$ cat config.mk
export PLATFORM = sky130hd
export DESIGN_NAME = planar_sprite_row_blitter
export DESIGN_NICKNAME = d
export VERILOG_FILES = /design/src/sv/psrb_pkg.sv /design/src/sv/psrb_lane.sv /design/src/sv/psrb_merge.sv /design/src/sv/planar_sprite_row_blitter.sv
export SDC_FILE = /design/constraint.sdc
export NUM_CORES = 1
export LEC_CHECK = 0
export BUFFER_PORTS_ARGS = -buffer_cell sky130_fd_sc_hd__buf_2
export CORE_AREA = 4 4 246 248
export CTS_CLUSTER_DIAMETER = 40
export DETAILED_ROUTE_END_ITERATION = 16
export DIE_AREA = 0 0 250 252
export SYNTH_ARGS = -nofsm -noshare
export SYNTH_HDL_FRONTEND = slang
export SYNTH_HIERARCHICAL = 1
export SYNTH_SLANG_ARGS = --single-unit
$ cat constraint.sdc
create_clock -name i_clk -period 10.04 [get_ports i_clk]
set_clock_uncertainty 0.1 [all_clocks]
set_input_delay 1.506 -clock i_clk [delete_from_list [all_inputs] [get_ports i_clk]]
set_output_delay 1.506 -clock i_clk [all_outputs]
set_load 0.005 [all_outputs]
$ cat src/sv/psrb_pkg.sv
// Shared types and constants for the planar sprite row blitter.
// No dependencies; imported by every module of the block.
package psrb_pkg;

    localparam int ADDR_W     = 20;
    localparam int LONG_W     = 32;
    localparam int WORD_W     = 16;
    localparam int SHIFT_W    = 4;
    localparam int POS_X_W    = 10;
    localparam int POS_Y_W    = 8;
    localparam int ROW_W      = 8;
    localparam int OP_W       = 2;
    localparam int CFG_IDX_W  = 2;
    localparam int CFG_DATA_W = 20;
    localparam int XCMP_W     = 14;
    localparam int CNT_W      = 3;
    localparam int SLOTS      = 4;
    localparam int IN_DATA_W  = 64;
    localparam int OUT_DATA_W = 56;

    localparam int DEF_LONGS_PER_LINE = 40;
    localparam int DEF_RIGHT_LIMIT    = 304;

    typedef logic [CFG_IDX_W-1:0] t_cfg_idx;
    localparam t_cfg_idx CFG_FRAME_BASE   = 2'd0;
    localparam t_cfg_idx CFG_POS_X        = 2'd1;
    localparam t_cfg_idx CFG_POS_Y        = 2'd2;
    localparam t_cfg_idx CFG_COMBINE_MODE = 2'd3;

    typedef logic [OP_W-1:0] t_op;
    localparam t_op OP_OR        = 2'd0;
    localparam t_op OP_XOR       = 2'd1;
    localparam t_op OP_OVERWRITE = 2'd2;
    localparam t_op OP_RESERVED  = 2'd3;

    typedef struct packed {
        logic valid;
        logic left_en;
        logic right_en;
    } t_row_ctrl;

endpackage

$ cat src/sv/psrb_lane.sv
// One long lane: splits a plane-pair long into its left and right group parts.
// Depends on psrb_pkg.
module psrb_lane (
    input  logic                               i_clk,
    input  logic                               i_load,
    input  logic [psrb_pkg::LONG_W-1:0]        i_long,
    input  logic [psrb_pkg::SHIFT_W-1:0]       i_shift,
    output logic [psrb_pkg::LONG_W-1:0]        o_left,
    output logic [psrb_pkg::LONG_W-1:0]        o_right
);
    import psrb_pkg::*;

    logic [WORD_W-1:0]      half_mask;
    logic [LONG_W-1:0]      mask;
    logic [SHIFT_W:0]       back_shift;
    logic [LONG_W-1:0]      n_left;
    logic [LONG_W-1:0]      n_right;
    logic [LONG_W-1:0]      r_left;
    logic [LONG_W-1:0]      r_right;

    always_comb begin
        half_mask  = WORD_W'(((WORD_W+1)'(1) << i_shift) - (WORD_W+1)'(1));
        mask       = {half_mask, half_mask};
        back_shift = (SHIFT_W+1)'(WORD_W) - (SHIFT_W+1)'(i_shift);
        n_left     = (i_long & ~mask) >> i_shift;
        n_right    = (i_long & mask) << back_shift;
    end

    always_ff @(posedge i_clk) begin
        if (i_load) begin
            r_left  <= n_left;
            r_right <= n_right;
        end
    end

    assign o_left  = r_left;
    assign o_right = r_right;

endmodule

$ cat src/sv/psrb_merge.sv
// Merge stage: gathers the lane results of one row into write commands
// and issues them one per cycle while i_ready is high. Depends on psrb_pkg.
module psrb_merge (
    input  logic                          i_clk,
    input  logic                          i_rst_n,
    input  psrb_pkg::t_row_ctrl           i_row,
    input  logic [psrb_pkg::LONG_W-1:0]   i_left_lo,
    input  logic [psrb_pkg::LONG_W-1:0]   i_left_hi,
    input  logic [psrb_pkg::LONG_W-1:0]   i_right_lo,
    input  logic [psrb_pkg::LONG_W-1:0]   i_right_hi,
    input  logic [psrb_pkg::ADDR_W-1:0]   i_line_off,
    input  logic [psrb_pkg::ADDR_W-1:0]   i_base_off,
    output logic                          o_take_row,
    output logic                          o_valid,
    input  logic                          i_ready,
    output logic [psrb_pkg::ADDR_W-1:0]   o_addr,
    output logic [psrb_pkg::LONG_W-1:0]   o_data,
    output logic                          o_last
);
    import psrb_pkg::*;

    logic [CNT_W-1:0]   r_cnt;
    logic [CNT_W-1:0]   n_cnt;
    logic [ADDR_W-1:0]  r_addr;
    logic [LONG_W-1:0]  r_data [SLOTS];
    logic               take;
    logic               load;

    assign take = (r_cnt != '0) && i_ready;
    assign load = i_row.valid && ((r_cnt == '0) || ((r_cnt == CNT_W'(1)) && take));

    always_comb begin
        n_cnt = (i_row.left_en ? CNT_W'(2) : CNT_W'(0)) +
                (i_row.right_en ? CNT_W'(2) : CNT_W'(0));
    end

    always_ff @(posedge i_clk) begin
        if (!i_rst_n) begin
            r_cnt <= '0;
        end else if (load) begin
            r_cnt <= n_cnt;
        end else if (take) begin
            r_cnt <= r_cnt - CNT_W'(1);
        end
    end

    always_ff @(posedge i_clk) begin
        if (load) begin
            r_addr <= {i_line_off[ADDR_W-1:1], 1'b0} + i_base_off;
            if (i_row.left_en) begin
                r_data[0] <= i_left_lo;
                r_data[1] <= i_left_hi;
            end else begin
                r_data[0] <= i_right_lo;
                r_data[1] <= i_right_hi;
            end
            r_data[2] <= i_right_lo;
            r_data[3] <= i_right_hi;
        end else if (take) begin
            r_addr <= r_addr + ADDR_W'(1);
            for (int i = 0; i < SLOTS - 1; i++) begin
                r_data[i] <= r_data[i+1];
            end
        end
    end

    assign o_take_row = load;
    assign o_valid    = (r_cnt != '0);
    assign o_addr     = r_addr;
    assign o_data     = r_data[0];
    assign o_last     = (r_cnt == CNT_W'(1));

endmodule

$ cat src/sv/planar_sprite_row_blitter.sv
// Planar sprite row blitter: top level with configuration, row counter and lanes.
// Depends on psrb_pkg, psrb_lane and psrb_merge.
//
// Each accepted item is one sprite row (four 16-bit planes in two longs) and
// yields two or four long write commands: the left pair unless pos_x is
// negative, the right pair unless pos_x is above RIGHT_LIMIT. Two lanes shift
// both longs at once and a merge stage issues the commands over the single
// output port, one per cycle while m_axis_tready is high; that one write
// port sets the rate. A row passes the row and lane registers, then the merge
// registers, before its first command appears; the next row is taken while
// the previous commands drain. Configuration writes belong in idle periods.
module planar_sprite_row_blitter #(
    parameter int LONGS_PER_LINE = psrb_pkg::DEF_LONGS_PER_LINE,
    parameter int RIGHT_LIMIT    = psrb_pkg::DEF_RIGHT_LIMIT
) (
    input  logic                                i_clk,
    input  logic                                i_rst_n,
    input  logic                                i_cfg_we,
    input  logic [psrb_pkg::CFG_IDX_W-1:0]      i_cfg_index,
    input  logic [psrb_pkg::CFG_DATA_W-1:0]     i_cfg_data,
    input  logic                                s_axis_tvalid,
    output logic                                s_axis_tready,
    // planes_low [31:0], planes_high [63:32]
    input  logic [psrb_pkg::IN_DATA_W-1:0]      s_axis_tdata,
    input  logic                                s_axis_tlast,
    output logic                                m_axis_tvalid,
    input  logic                                m_axis_tready,
    // write_address [19:0], write_data [51:20], write_op [53:52], zero [55:54]
    output logic [psrb_pkg::OUT_DATA_W-1:0]     m_axis_tdata,
    output logic                                m_axis_tlast
);
    import psrb_pkg::*;

    logic [ADDR_W-1:0]          r_frame_base;
    logic signed [POS_X_W-1:0]  r_pos_x;
    logic [POS_Y_W-1:0]         r_pos_y;
    t_op                        r_combine_mode;
    logic [ROW_W-1:0]           r_row_index;
    logic [ADDR_W-1:0]          r_row_off;

    t_row_ctrl                  r_row;
    t_row_ctrl                  n_row;
    logic [ADDR_W-1:0]          r_line_off;
    logic [ADDR_W-1:0]          n_line_off;
    logic [ADDR_W-1:0]          r_base_off;
    logic [ADDR_W-1:0]          n_base_off;

    logic signed [XCMP_W-1:0]   x_ext;
    logic [ADDR_W-1:0]          x_group;
    logic [ADDR_W-1:0]          y_off;
    logic                       accept;
    logic                       take_row;
    logic [LONG_W-1:0]          left_lo;
    logic [LONG_W-1:0]          left_hi;
    logic [LONG_W-1:0]          right_lo;
    logic [LONG_W-1:0]          right_hi;
    logic [ADDR_W-1:0]          out_addr;
    logic [LONG_W-1:0]          out_data;

    // configuration
    always_ff @(posedge i_clk) begin
        if (!i_rst_n) begin
            r_frame_base   <= '0;
            r_pos_x        <= '0;
            r_pos_y        <= '0;
            r_combine_mode <= OP_OR;
        end else if (i_cfg_we) begin
            unique case (i_cfg_index)
                CFG_FRAME_BASE:   r_frame_base <= i_cfg_data[ADDR_W-1:0];
                CFG_POS_X:        r_pos_x      <= i_cfg_data[POS_X_W-1:0];
                CFG_POS_Y:        r_pos_y      <= i_cfg_data[POS_Y_W-1:0];
                CFG_COMBINE_MODE: begin
                    if (i_cfg_data[OP_W-1:0] != OP_RESERVED) begin
                        r_combine_mode <= i_cfg_data[OP_W-1:0];
                    end
                end
                default: ;
            endcase
        end
    end

    assign s_axis_tready = !r_row.valid || take_row;
    assign accept        = s_axis_tvalid && s_axis_tready;

    // row counter and line offset
    always_ff @(posedge i_clk) begin
        if (!i_rst_n) begin
            r_row_index <= '0;
            r_row_off   <= '0;
        end else if (accept) begin
            if (s_axis_tlast || (r_row_index == {ROW_W{1'b1}})) begin
                r_row_index <= '0;
                r_row_off   <= '0;
            end else begin
                r_row_index <= r_row_index + ROW_W'(1);
                r_row_off   <= r_row_off + ADDR_W'(LONGS_PER_LINE);
            end
        end
    end

    always_comb begin
        x_ext          = XCMP_W'(r_pos_x);
        x_group        = ADDR_W'(r_pos_x >>> 3);
        y_off          = ADDR_W'(ADDR_W'(r_pos_y) * ADDR_W'(LONGS_PER_LINE));
        n_row.valid    = 1'b1;
        n_row.left_en  = !r_pos_x[POS_X_W-1];
        n_row.right_en = (x_ext <= $signed(XCMP_W'(RIGHT_LIMIT)));
        n_line_off     = y_off + x_group;
        n_base_off     = r_frame_base + r_row_off +
                         (n_row.left_en ? ADDR_W'(0) : ADDR_W'(2));
    end

    always_ff @(posedge i_clk) begin
        if (!i_rst_n) begin
            r_row <= '0;
        end else if (accept) begin
            r_row <= n_row;
        end else if (take_row) begin
            r_row.valid <= 1'b0;
        end
    end

    always_ff @(posedge i_clk) begin
        if (accept) begin
            r_line_off <= n_line_off;
            r_base_off <= n_base_off;
        end
    end

    psrb_lane u_lane_lo (
        .i_clk   (i_clk),
        .i_load  (accept),
        .i_long  (s_axis_tdata[LONG_W-1:0]),
        .i_shift (r_pos_x[SHIFT_W-1:0]),
        .o_left  (left_lo),
        .o_right (right_lo)
    );

    psrb_lane u_lane_hi (
        .i_clk   (i_clk),
        .i_load  (accept),
        .i_long  (s_axis_tdata[2*LONG_W-1:LONG_W]),
        .i_shift (r_pos_x[SHIFT_W-1:0]),
        .o_left  (left_hi),
        .o_right (right_hi)
    );

    psrb_merge u_merge (
        .i_clk      (i_clk),
        .i_rst_n    (i_rst_n),
        .i_row      (r_row),
        .i_left_lo  (left_lo),
        .i_left_hi  (left_hi),
        .i_right_lo (right_lo),
        .i_right_hi (right_hi),
        .i_line_off (r_line_off),
        .i_base_off (r_base_off),
        .o_take_row (take_row),
        .o_valid    (m_axis_tvalid),
        .i_ready    (m_axis_tready),
        .o_addr     (out_addr),
        .o_data     (out_data),
        .o_last     (m_axis_tlast)
    );

    assign m_axis_tdata = {2'b00, r_combine_mode, out_data, out_addr};

endmodule

**Yosys cells after proc, flatten, opt, wreduce, memory -nomap -nowiden**

Memory sizes are Yosys's and may differ from the RTL's.
Index checks and enable logic that the tools add are counted.

- Output and inout bits: 59
- Bits in registers: 262
- RAM bits: 128
- Input bits: 92
- Word-level logic and storage cells: 97
- Memories kept: 1

- $mul: 1
- Equal/unequal tests: 6
- Magnitude comparators: 1
- Bitwise operators: 10
- Mux-type cells: 27
- Shift operators: 5
- $add $sub $neg: 11
- Reductions and logical operators: 18

Memories:

| name | words | width | rd ports | clocked after Yosys merged registers in | wr ports | RTL line | text |
|---|---|---|---|---|---|---|---|
| u_merge.r_data | 4 | 32 | 4 | 0 | 4 | psrb_merge.sv:25 | `logic [LONG_W-1:0] r_data [SLOTS];` |

Operators with widths:

| operator | count |
|---|---|
| $mux W32 | 5 |
| $and A32 B32 Y32 | 4 |
| $shl A32 B5 Y32 | 2 |
| $shr A32 B4 Y32 | 2 |
| $mux W20 | 3 |
| $add A20 B20 Y20 | 2 |
| $not A32 Y32 | 1 |
| $add A20 B1 Y20 const B | 1 |
| $add A20 B2 Y20 | 1 |
| $add A20 B6 Y20 const B | 1 |
| $add A15 B7 Y16 | 1 |
| $shl A1 B4 Y16 const A | 1 |
| $sub A16 B2 Y16 const B | 1 |
| $mux W1 | 13 |
| $mul A8 B3 Y11 const B | 1 |
| $le A10 B10 Y1 const B | 1 |
| $add A8 B1 Y8 const B | 1 |
| $eq A8 B8 Y1 const B | 1 |
| $mux W8 | 1 |
| $mux W2 | 3 |
| $mux W3 | 2 |
| $reduce_and A2 Y1 | 3 |
| $or A1 B1 Y1 | 5 |
| $sub A5 B4 Y5 const A | 1 |
| 14 further kinds | 22 |

**Longest topological paths before layout**

Gate-level depths: netlist of run 1.

- Depth after elaboration: 9
- Mapped depth: 20
- Gate-level depth less buffers: 14

**Modules after synthesis**

The synthesis of run 1 kept the hierarchy.

By module, submodules not included:

| module | area each (µm²) | cells each | times used | seq. area each (µm²) |
|---|---|---|---|---|
| psrb_lane | 6,213.5 | 692 | 2 | 1,921.8 |
| psrb_merge | 8,052.7 | 670 | 1 | 4,504.3 |
| planar_sprite_row_blitter | 5,487.8 | 545 | 1 | 2,442.3 |

**Least setup slack after synthesis of run 1**

OpenSTA, ideal clock, no wires.

- Kind: input port to flip-flop
- Start: in m_axis_tready
- End: reg r_row_index[2]
- Data arrival time: 6.276 ns
- Library setup time: 0.118 ns
- Required time: 9.822 ns
- Stages: 11
- Slack: 3.546 ns
- Path through: a21oi_1 -> nor3b_2 -> buf_2 -> buf_1 -> nand2b_1 -> nand2_1 -> inv_1 -> buf_2 -> nand2_1 -> xor2_1 -> nor2_1

- Word-level cells in the longest chain between the ends: 6

Ends and longest elaborated chain:

| element | RTL line | text |
|---|---|---|
| from (decl) | planar_sprite_row_blitter.sv:27 | `input logic m_axis_tready,` |
| $logic_and A1 B1 Y1 | psrb_merge.sv:29 | `assign take = (r_cnt != '0) && i_ready;` |
| $logic_and A1 B1 Y1 | psrb_merge.sv:30 | `assign load = i_row.valid && ((r_cnt == '0) \|\| ((r_cnt == CNT_W'(1)) && take));` |
| $logic_or A1 B1 Y1 | psrb_merge.sv:30 |  |
| $logic_and A1 B1 Y1 | psrb_merge.sv:30 |  |
| named net take_row | planar_sprite_row_blitter.sv:52 | `logic take_row;` |
| $logic_or A1 B1 Y1 | planar_sprite_row_blitter.sv:82 | `assign s_axis_tready = !r_row.valid \|\| take_row;` |
| named net s_axis_tready | planar_sprite_row_blitter.sv:22 | `output logic s_axis_tready,` |
| $logic_and A1 B1 Y1 | planar_sprite_row_blitter.sv:83 | `assign accept = s_axis_tvalid && s_axis_tready;` |
| named net accept | planar_sprite_row_blitter.sv:51 | `logic accept;` |
| to (signal assigned) | planar_sprite_row_blitter.sv:95 | `r_row_index <= r_row_index + ROW_W'(1);` |
| to (decl) | planar_sprite_row_blitter.sv:38 | `logic [ROW_W-1:0] r_row_index;` |

The timed path passes the listed nets, and every way through them passes these cells.
A chain may end at the register's enable or synchronous reset.

**Worst setup path in the final report of run 1**

- Start: reg r_pos_x[0]
- End: reg u_lane_lo.r_right[31] (netlist: u_lane_lo/o_right[31]), data pin

- Word-level cells in the longest chain between the ends: 4

Ends and longest elaborated chain:

| element | RTL line | text |
|---|---|---|
| from (decl) | planar_sprite_row_blitter.sv:35 | `logic signed [POS_X_W-1:0] r_pos_x;` |
| from (signal assigned) | planar_sprite_row_blitter.sv:70 | `CFG_POS_X: r_pos_x <= i_cfg_data[POS_X_W-1:0];` |
| $shl A1 B4 Y16 | psrb_lane.sv:22 | `half_mask = WORD_W'(((WORD_W+1)'(1) << i_shift) - (WORD_W+1)'(1));` |
| $sub A16 B2 Y16 | psrb_lane.sv:22 |  |
| $and A32 B32 Y32 | psrb_lane.sv:26 | `n_right = (i_long & mask) << back_shift;` |
| $shl A32 B5 Y32 (*) | psrb_lane.sv:26 |  |
| named net u_lane_lo.n_right[31] | psrb_lane.sv:17 | `logic [LONG_W-1:0] n_right;` |
| to (signal assigned) | psrb_lane.sv:32 | `r_right <= n_right;` |
| to (decl) | psrb_lane.sv:19 | `logic [LONG_W-1:0] r_right;` |

The timed path passes the listed nets; every way through them passes the cells marked *.

==> metrics.txt, run 1 <==
Leak Pwr 11.04 nW; Data arrival, critical path 6340 ps; Total GRT Usage 27.36%; design area 0.02923 sq mm; Avg WL per Cell 25.79 um; hold depth 0; required time of the critical path 10,220 ps; # DRC 0; Sink Count 382; commonest non-fill, non-tap cell in the layout edfxtp_1; CP Class reg2reg; GPL Wtd Cong 1.011; Port Buf Inserts 148; Vias/cell 6.214; pin count of the biggest net entering global routing 113; Die Wd 250 um; pwr dens 222.0 mW/mm^2; final WL 89,580 um; final hold violations 0; Worst slew margin 20.47%; postcts setup bufs 0; reg2reg start r_pos_x[0]$_SDFFE_PN0P_; crit path time final 6161 ps; via count 21.58k; crit path from r_pos_x[0]$_SDFFE_PN0P_; initial antenna violation count 1; Max IR drop VDD 0.0001455 V; Placement Cell Area 0.02697 sq mm; Clock Tree Buf Depth 3; Detail Route Antenna Nets 0; share of cells above drive strength 1 15.93%; CP Max Fanout 112; final worst-path cycle share 61.37%; first-pass detailed-route iteration total 6; Hold Crit Class reg2reg; Die Height 252 um; pins over their slew limit 0; vias in the first global route 20.57k; fin worst setup slack 3879 ps; Antenna Cells 0; Max Clock Freq 0.1623 GHz; Post-Syn Instances 2,598; clk slew on worst S/H paths 50 ps; # hold bufs at CTS 0; Initial Util 44.37%; area grow syn2layout 12.68%; R2R cell count 14; Max Cap Violations 0; Final TNS setup 0 ps; FF-to-FF End u_lane_lo/o_right[31]$_DFFE_PP_; commonest cells after routing, fill and taps aside edfxtp_1 (311), nor2_1 (246), nand2_1 (235), a21oi_1 (165), buf_2 (148); Post-Syn Area 0.02594 sq mm; slew of the pin with the lowest slew margin 1187 ps; Ports 151; Worst Setup End Kind flop; # setup viols final 0; H-tree depth 3; FILL cells 5,382; outcome finished clean; Setup WS pre-CTS 4036 ps; internal reg-to-reg setup slack 3880 ps; site row count 89; nets 2,842; Power, Total 6.489 mW; die area 0.06300 sq mm; clk root buf clkbuf_16; Final HPWL DP 67,520 um; TritonCTS clock tree done; worst setup path endpoint u_lane_lo/o_right[31]$_DFFE_PP_; RSZ-0062 raised after global routing no; first-pass GRT wire length 132,400 um; critical path startpoint category flop; initial drt markers 2,256; CTS Buf Count 66; Yosys warning count 6; worst-skew pair later-pin latency 600 ps; average cell area after synthesis 9.984 sq um; global route total overflow 0; CORE AREA 0.05846 sq mm; post-cts resize count 0
report_power, final:
part / leakage (nW) / switching, mW / internal [mW]
clock network: 1.10 / 0.831 / 1.42
registers: 3.61 / 0.213 / 2.29
logic: 6.34 / 1.12 / 0.618
total: 11.0 / 2.16 / 4.33
final cells by class:
| cell class | count | area, sq um | share of cell area [%] |
|---|---|---|---|
| inverters | 62 | 237.7 | 0.8134 |
| well taps | 773 | 967.2 | 3.309 |
| repair buffers | 176 | 963.4 | 3.296 |
| clock inverters | 43 | 501.7 | 1.717 |
| clock buffers | 75 | 1758 | 6.015 |
| flip-flops and latches | 382 | 10770 | 36.86 |
| multi-input cells | 1962 | 14030 | 47.99 |
sequential cells by signal, summed over array words and instances, names as in the netlist, 17 cells and up:
name and flops:
u_lane_lo/o_left 32, u_merge/o_addr 20, r_frame_base 20, r_row_off 17, r_base_off 20, u_lane_hi/o_left 32
u_lane_hi/o_right 32, u_lane_lo/o_right 32, u_merge/r_data 128
worst max-delay path, cell delays in order (launching register included):
cell and delay [ps]:
dfxtp_4 830, buf_12 440, inv_1 130, ha_1 270
ha_1 440, nor2b_1 270, inv_1 160, ha_1 670
nor2b_1 420, o21ai_0 310, o2111ai_1 310, o211ai_1 170
mux4_2 570, o221ai_1 330, o221ai_1 240
routing by layer:
layer	share of wire (%)	track usage [%]	up-vias
li1	-	-	10000
met1	43	37.89	10510
met2	46	43.92	923
met3	6.5	3.866	144
met4	4.0	10.54	0
met5	0	0	-
through the flow:
stage          utilization [%]  instances  hold slack [ps]
3_5_place_dp             46.13       3355            336.5
5_1_grt                  49.99       3473            358.8
2_1_floorplan                -       2599            308.1
4_1_cts                  49.99       3473            354.3
3_3_place_gp             46.13       3355            331.2
6_report                 49.99       3473            350.8
worst min-delay path by stage:
stage,from,endpoint
global route,u_lane_hi/o_right[13]$_SDFFCE_PP0P_,u_merge/r_data[0][109]$_DFFE_PN_
global placement,u_lane_hi/o_right[4]$_SDFFCE_PP0P_,u_merge/r_data[0][100]$_DFFE_PN_
finish,u_lane_hi/o_right[1]$_SDFFCE_PP0P_,u_merge/r_data[0][97]$_DFFE_PN_
detailed placement,u_lane_hi/o_right[16]$_DFFE_PP_,u_merge/r_data[0][112]$_DFFE_PN_
floorplan,r_frame_base[0]$_SDFFE_PN0P_,r_base_off[0]$_DFFE_PP_
CTS,u_lane_hi/o_right[4]$_SDFFCE_PP0P_,u_merge/r_data[0][100]$_DFFE_PN_
Power figures use the tool's default switching activity.
==> inputs of run 2 (changes only) <==
--- a/config.mk
+++ b/config.mk
@@ -5,11 +5,12 @@
 export SDC_FILE = /design/constraint.sdc
 export NUM_CORES = 1
 export LEC_CHECK = 0
+export ABC_AREA = 1
 export BUFFER_PORTS_ARGS = -buffer_cell sky130_fd_sc_hd__buf_2
-export CORE_AREA = 4 4 246 248
+export CORE_AREA = 4 4 249 251
 export CTS_CLUSTER_DIAMETER = 40
 export DETAILED_ROUTE_END_ITERATION = 16
-export DIE_AREA = 0 0 250 252
+export DIE_AREA = 0 0 253 255
 export SYNTH_ARGS = -nofsm -noshare
 export SYNTH_HDL_FRONTEND = slang
 export SYNTH_HIERARCHICAL = 1
==> constraint.sdc (replaced) <==
create_clock -name i_clk -period 5.7 [get_ports i_clk]
set_clock_uncertainty 0.1 [all_clocks]
set_input_delay 0.855 -clock i_clk [delete_from_list [all_inputs] [get_ports i_clk]]
set_output_delay 0.855 -clock i_clk [all_outputs]
set_load 0.005 [all_outputs]
==> metrics.txt, run 2 <==
Worst slew margin 20.14% (-0.33 points); vias in the first global route 22.74k (+11%); via count 25.01k (+16%); site row count 90 (+1.1%); H-tree depth 3 (unchanged); # hold bufs at CTS 0 (unchanged); global route total overflow 0 (unchanged); # setup viols final 0 (unchanged); Post-Syn Area 0.02659 sq mm (+2.5%); max incr delay on CP 850 ps (+20 ps); # DRC 0 (unchanged); Worst Setup End Kind flop; CTS Buf Count 69 (+4.5%); # placed instances 4,339 (+29%); TritonCTS clock tree done; first-pass detailed-route iteration total 7 (+1); Max IR drop VDD 0.0002420 V (+66%); Final TNS setup 0 ps (unchanged); hold depth 2 (+2); Critical Path Most Common Cell nand3_1; final hold violations 0 (unchanged); Vias/cell 5.599 (-9.9%); Die Height 255 um (+1.2%); CP Class reg2reg; commonest cells after routing, fill and taps aside nand2_1 (1,049), nand3_1 (768), edfxtp_1 (311), nor2_1 (277), inv_1 (224); clk root buf clkbuf_16; worst-skew pair later-pin latency 610 ps (about the same); crit path time final 4015 ps (-2146 ps); first-pass GRT wire length 131,900 um (-0.36%); die area 0.06452 sq mm (+2.4%); outcome finished clean; RSZ-0062 raised after global routing no; Initial Util 44.39% (about the same); Post-Syn Instances 3,585 (+38%); pins over their slew limit 0 (unchanged); Ports 151 (unchanged); post-cts resize count 0 (unchanged); Die Wd 253 um (+1.2%); Hold Crit Class reg2reg; pwr dens 420.7 mW/mm^2 (+89%); Slowest-stage cell, CP dfxtp_4; pin count of the biggest net entering global routing 77 (-32%); Total GRT Usage 26.26% (-1.1 points); area grow syn2layout 12.36%; Detail Route Antenna Nets 0 (unchanged); final WL 86,180 um (-3.8%); Leak Pwr 13.58 nW (+23%); Avg WL per Cell 19.29 um (-25%); initial drt markers 2,875 (+27%); R2R cell count 18 (+4); Top reg by flops u_merge/r_data; final worst-path cycle share 70.44% (+9.1 points); CORE AREA 0.05991 sq mm (+2.5%); Yosys warning count 6 (unchanged); Port Buf Inserts 148 (unchanged); Max Cap Violations 0 (unchanged); share of cells above drive strength 1 11.83% (-4.1 points); critical path startpoint category flop; postcts setup bufs 0 (unchanged); initial antenna violation count 1 (unchanged); CP Max Fanout 74 (-34%); GPL Wtd Cong 0.9719 (-3.8%); required time of the critical path 5910 ps (-4310 ps); commonest non-fill, non-tap cell in the layout nand2_1; nets 3,820 (+34%); worst path cell trace inv_2 -> ha_1 -> ha_1 -> inv_1 -> nor2_1 -> inv_2 -> ha_1 -> nand2_2 -> nor2_4 -> nand3_1 -> nand2_1 -> nor2_1 -> nand2_1 -> nand3_1 -> nand3_1 -> nand3_1 -> nand3_1 -> nand2_1; clk slew on worst S/H paths 60 ps (about the same); Sink Count 382 (unchanged); slew of the pin with the lowest slew margin 1197 ps (+9.521 ps); Max Clock Freq 0.2491 GHz (+53%); Layout Cells excl Fill 4,467 (+29%); Clock Tree Buf Depth 3 (unchanged); Final HPWL DP 64,590 um (-4.3%); Data arrival, critical path 4220 ps (-2120 ps); max reg flops 128 (unchanged); average cell area after synthesis 7.418 sq um (-26%)
## run 2: metal layers
metal	vias up	GRT usage [%]	part of all wire, %
li1	12280	-	-
met1	11550	38.57	46
met2	1030	38.40	42
met3	152	5.833	8.5
met4	0	8.905	3.3
met5	-	0	0
## run 2: worst paths after layout
check,from,endpoint,slack [ps]
worst min-delay path,r_pos_y[2]$_SDFFE_PN0P_,r_pos_y[2]$_SDFFE_PN0P_,370
worst max-delay path,r_pos_x[0]$_SDFFE_PN0P_,u_lane_lo/o_right[22]$_DFFE_PP_,1680
worst min register to register,r_pos_y[2]$_SDFFE_PN0P_,r_pos_y[2]$_SDFFE_PN0P_,370
worst max register to register,r_pos_x[0]$_SDFFE_PN0P_,u_lane_lo/o_right[22]$_DFFE_PP_,1680
## run 2: final cells by class
class                   count  area, sq um
fillers                  6002        30030
multi-input cells        2747        13840
flip-flops and latches    382        10770
clock buffers              77         1778
repair buffers            177        983.4
well taps                 782        978.4
inverters                 251        943.4
clock inverters            50        585.6
diodes                      1        2.502
## run 2: critical path: cells and delay by family (launching register included)
kind,cells,cell delay (ps)
fa+ha+maj,3,790
flops,1,850
buf+inv,3,350
simple gates,12,1590
## run 2: stage by stage
step / total power [mW] / hold WS [ps] / util [%] / instance area, sq um / setup WS, ps
after floorplan: 7.204 / 309.0 / - / 26600 / 95.44
after global placement: 8.371 / 359.5 / 45.93 / 27510 / 1803
after detailed placement: 8.396 / 365.6 / 45.93 / 27510 / 1788
after CTS: 12.58 / 372.8 / 49.87 / 29880 / 1761
after global routing: 13.29 / 382.7 / 49.87 / 29880 / 1418
final: 12.57 / 374.2 / 49.87 / 29880 / 1685
## run 2: power breakdown
group	leakage, nW	total (mW)	switching (mW)	internal (mW)
Sequential	3.61	4.60	0.445	4.16
Combinational	8.85	3.82	2.69	1.13
Clock	1.13	4.15	1.55	2.60
Total	13.6	12.6	4.68	7.89
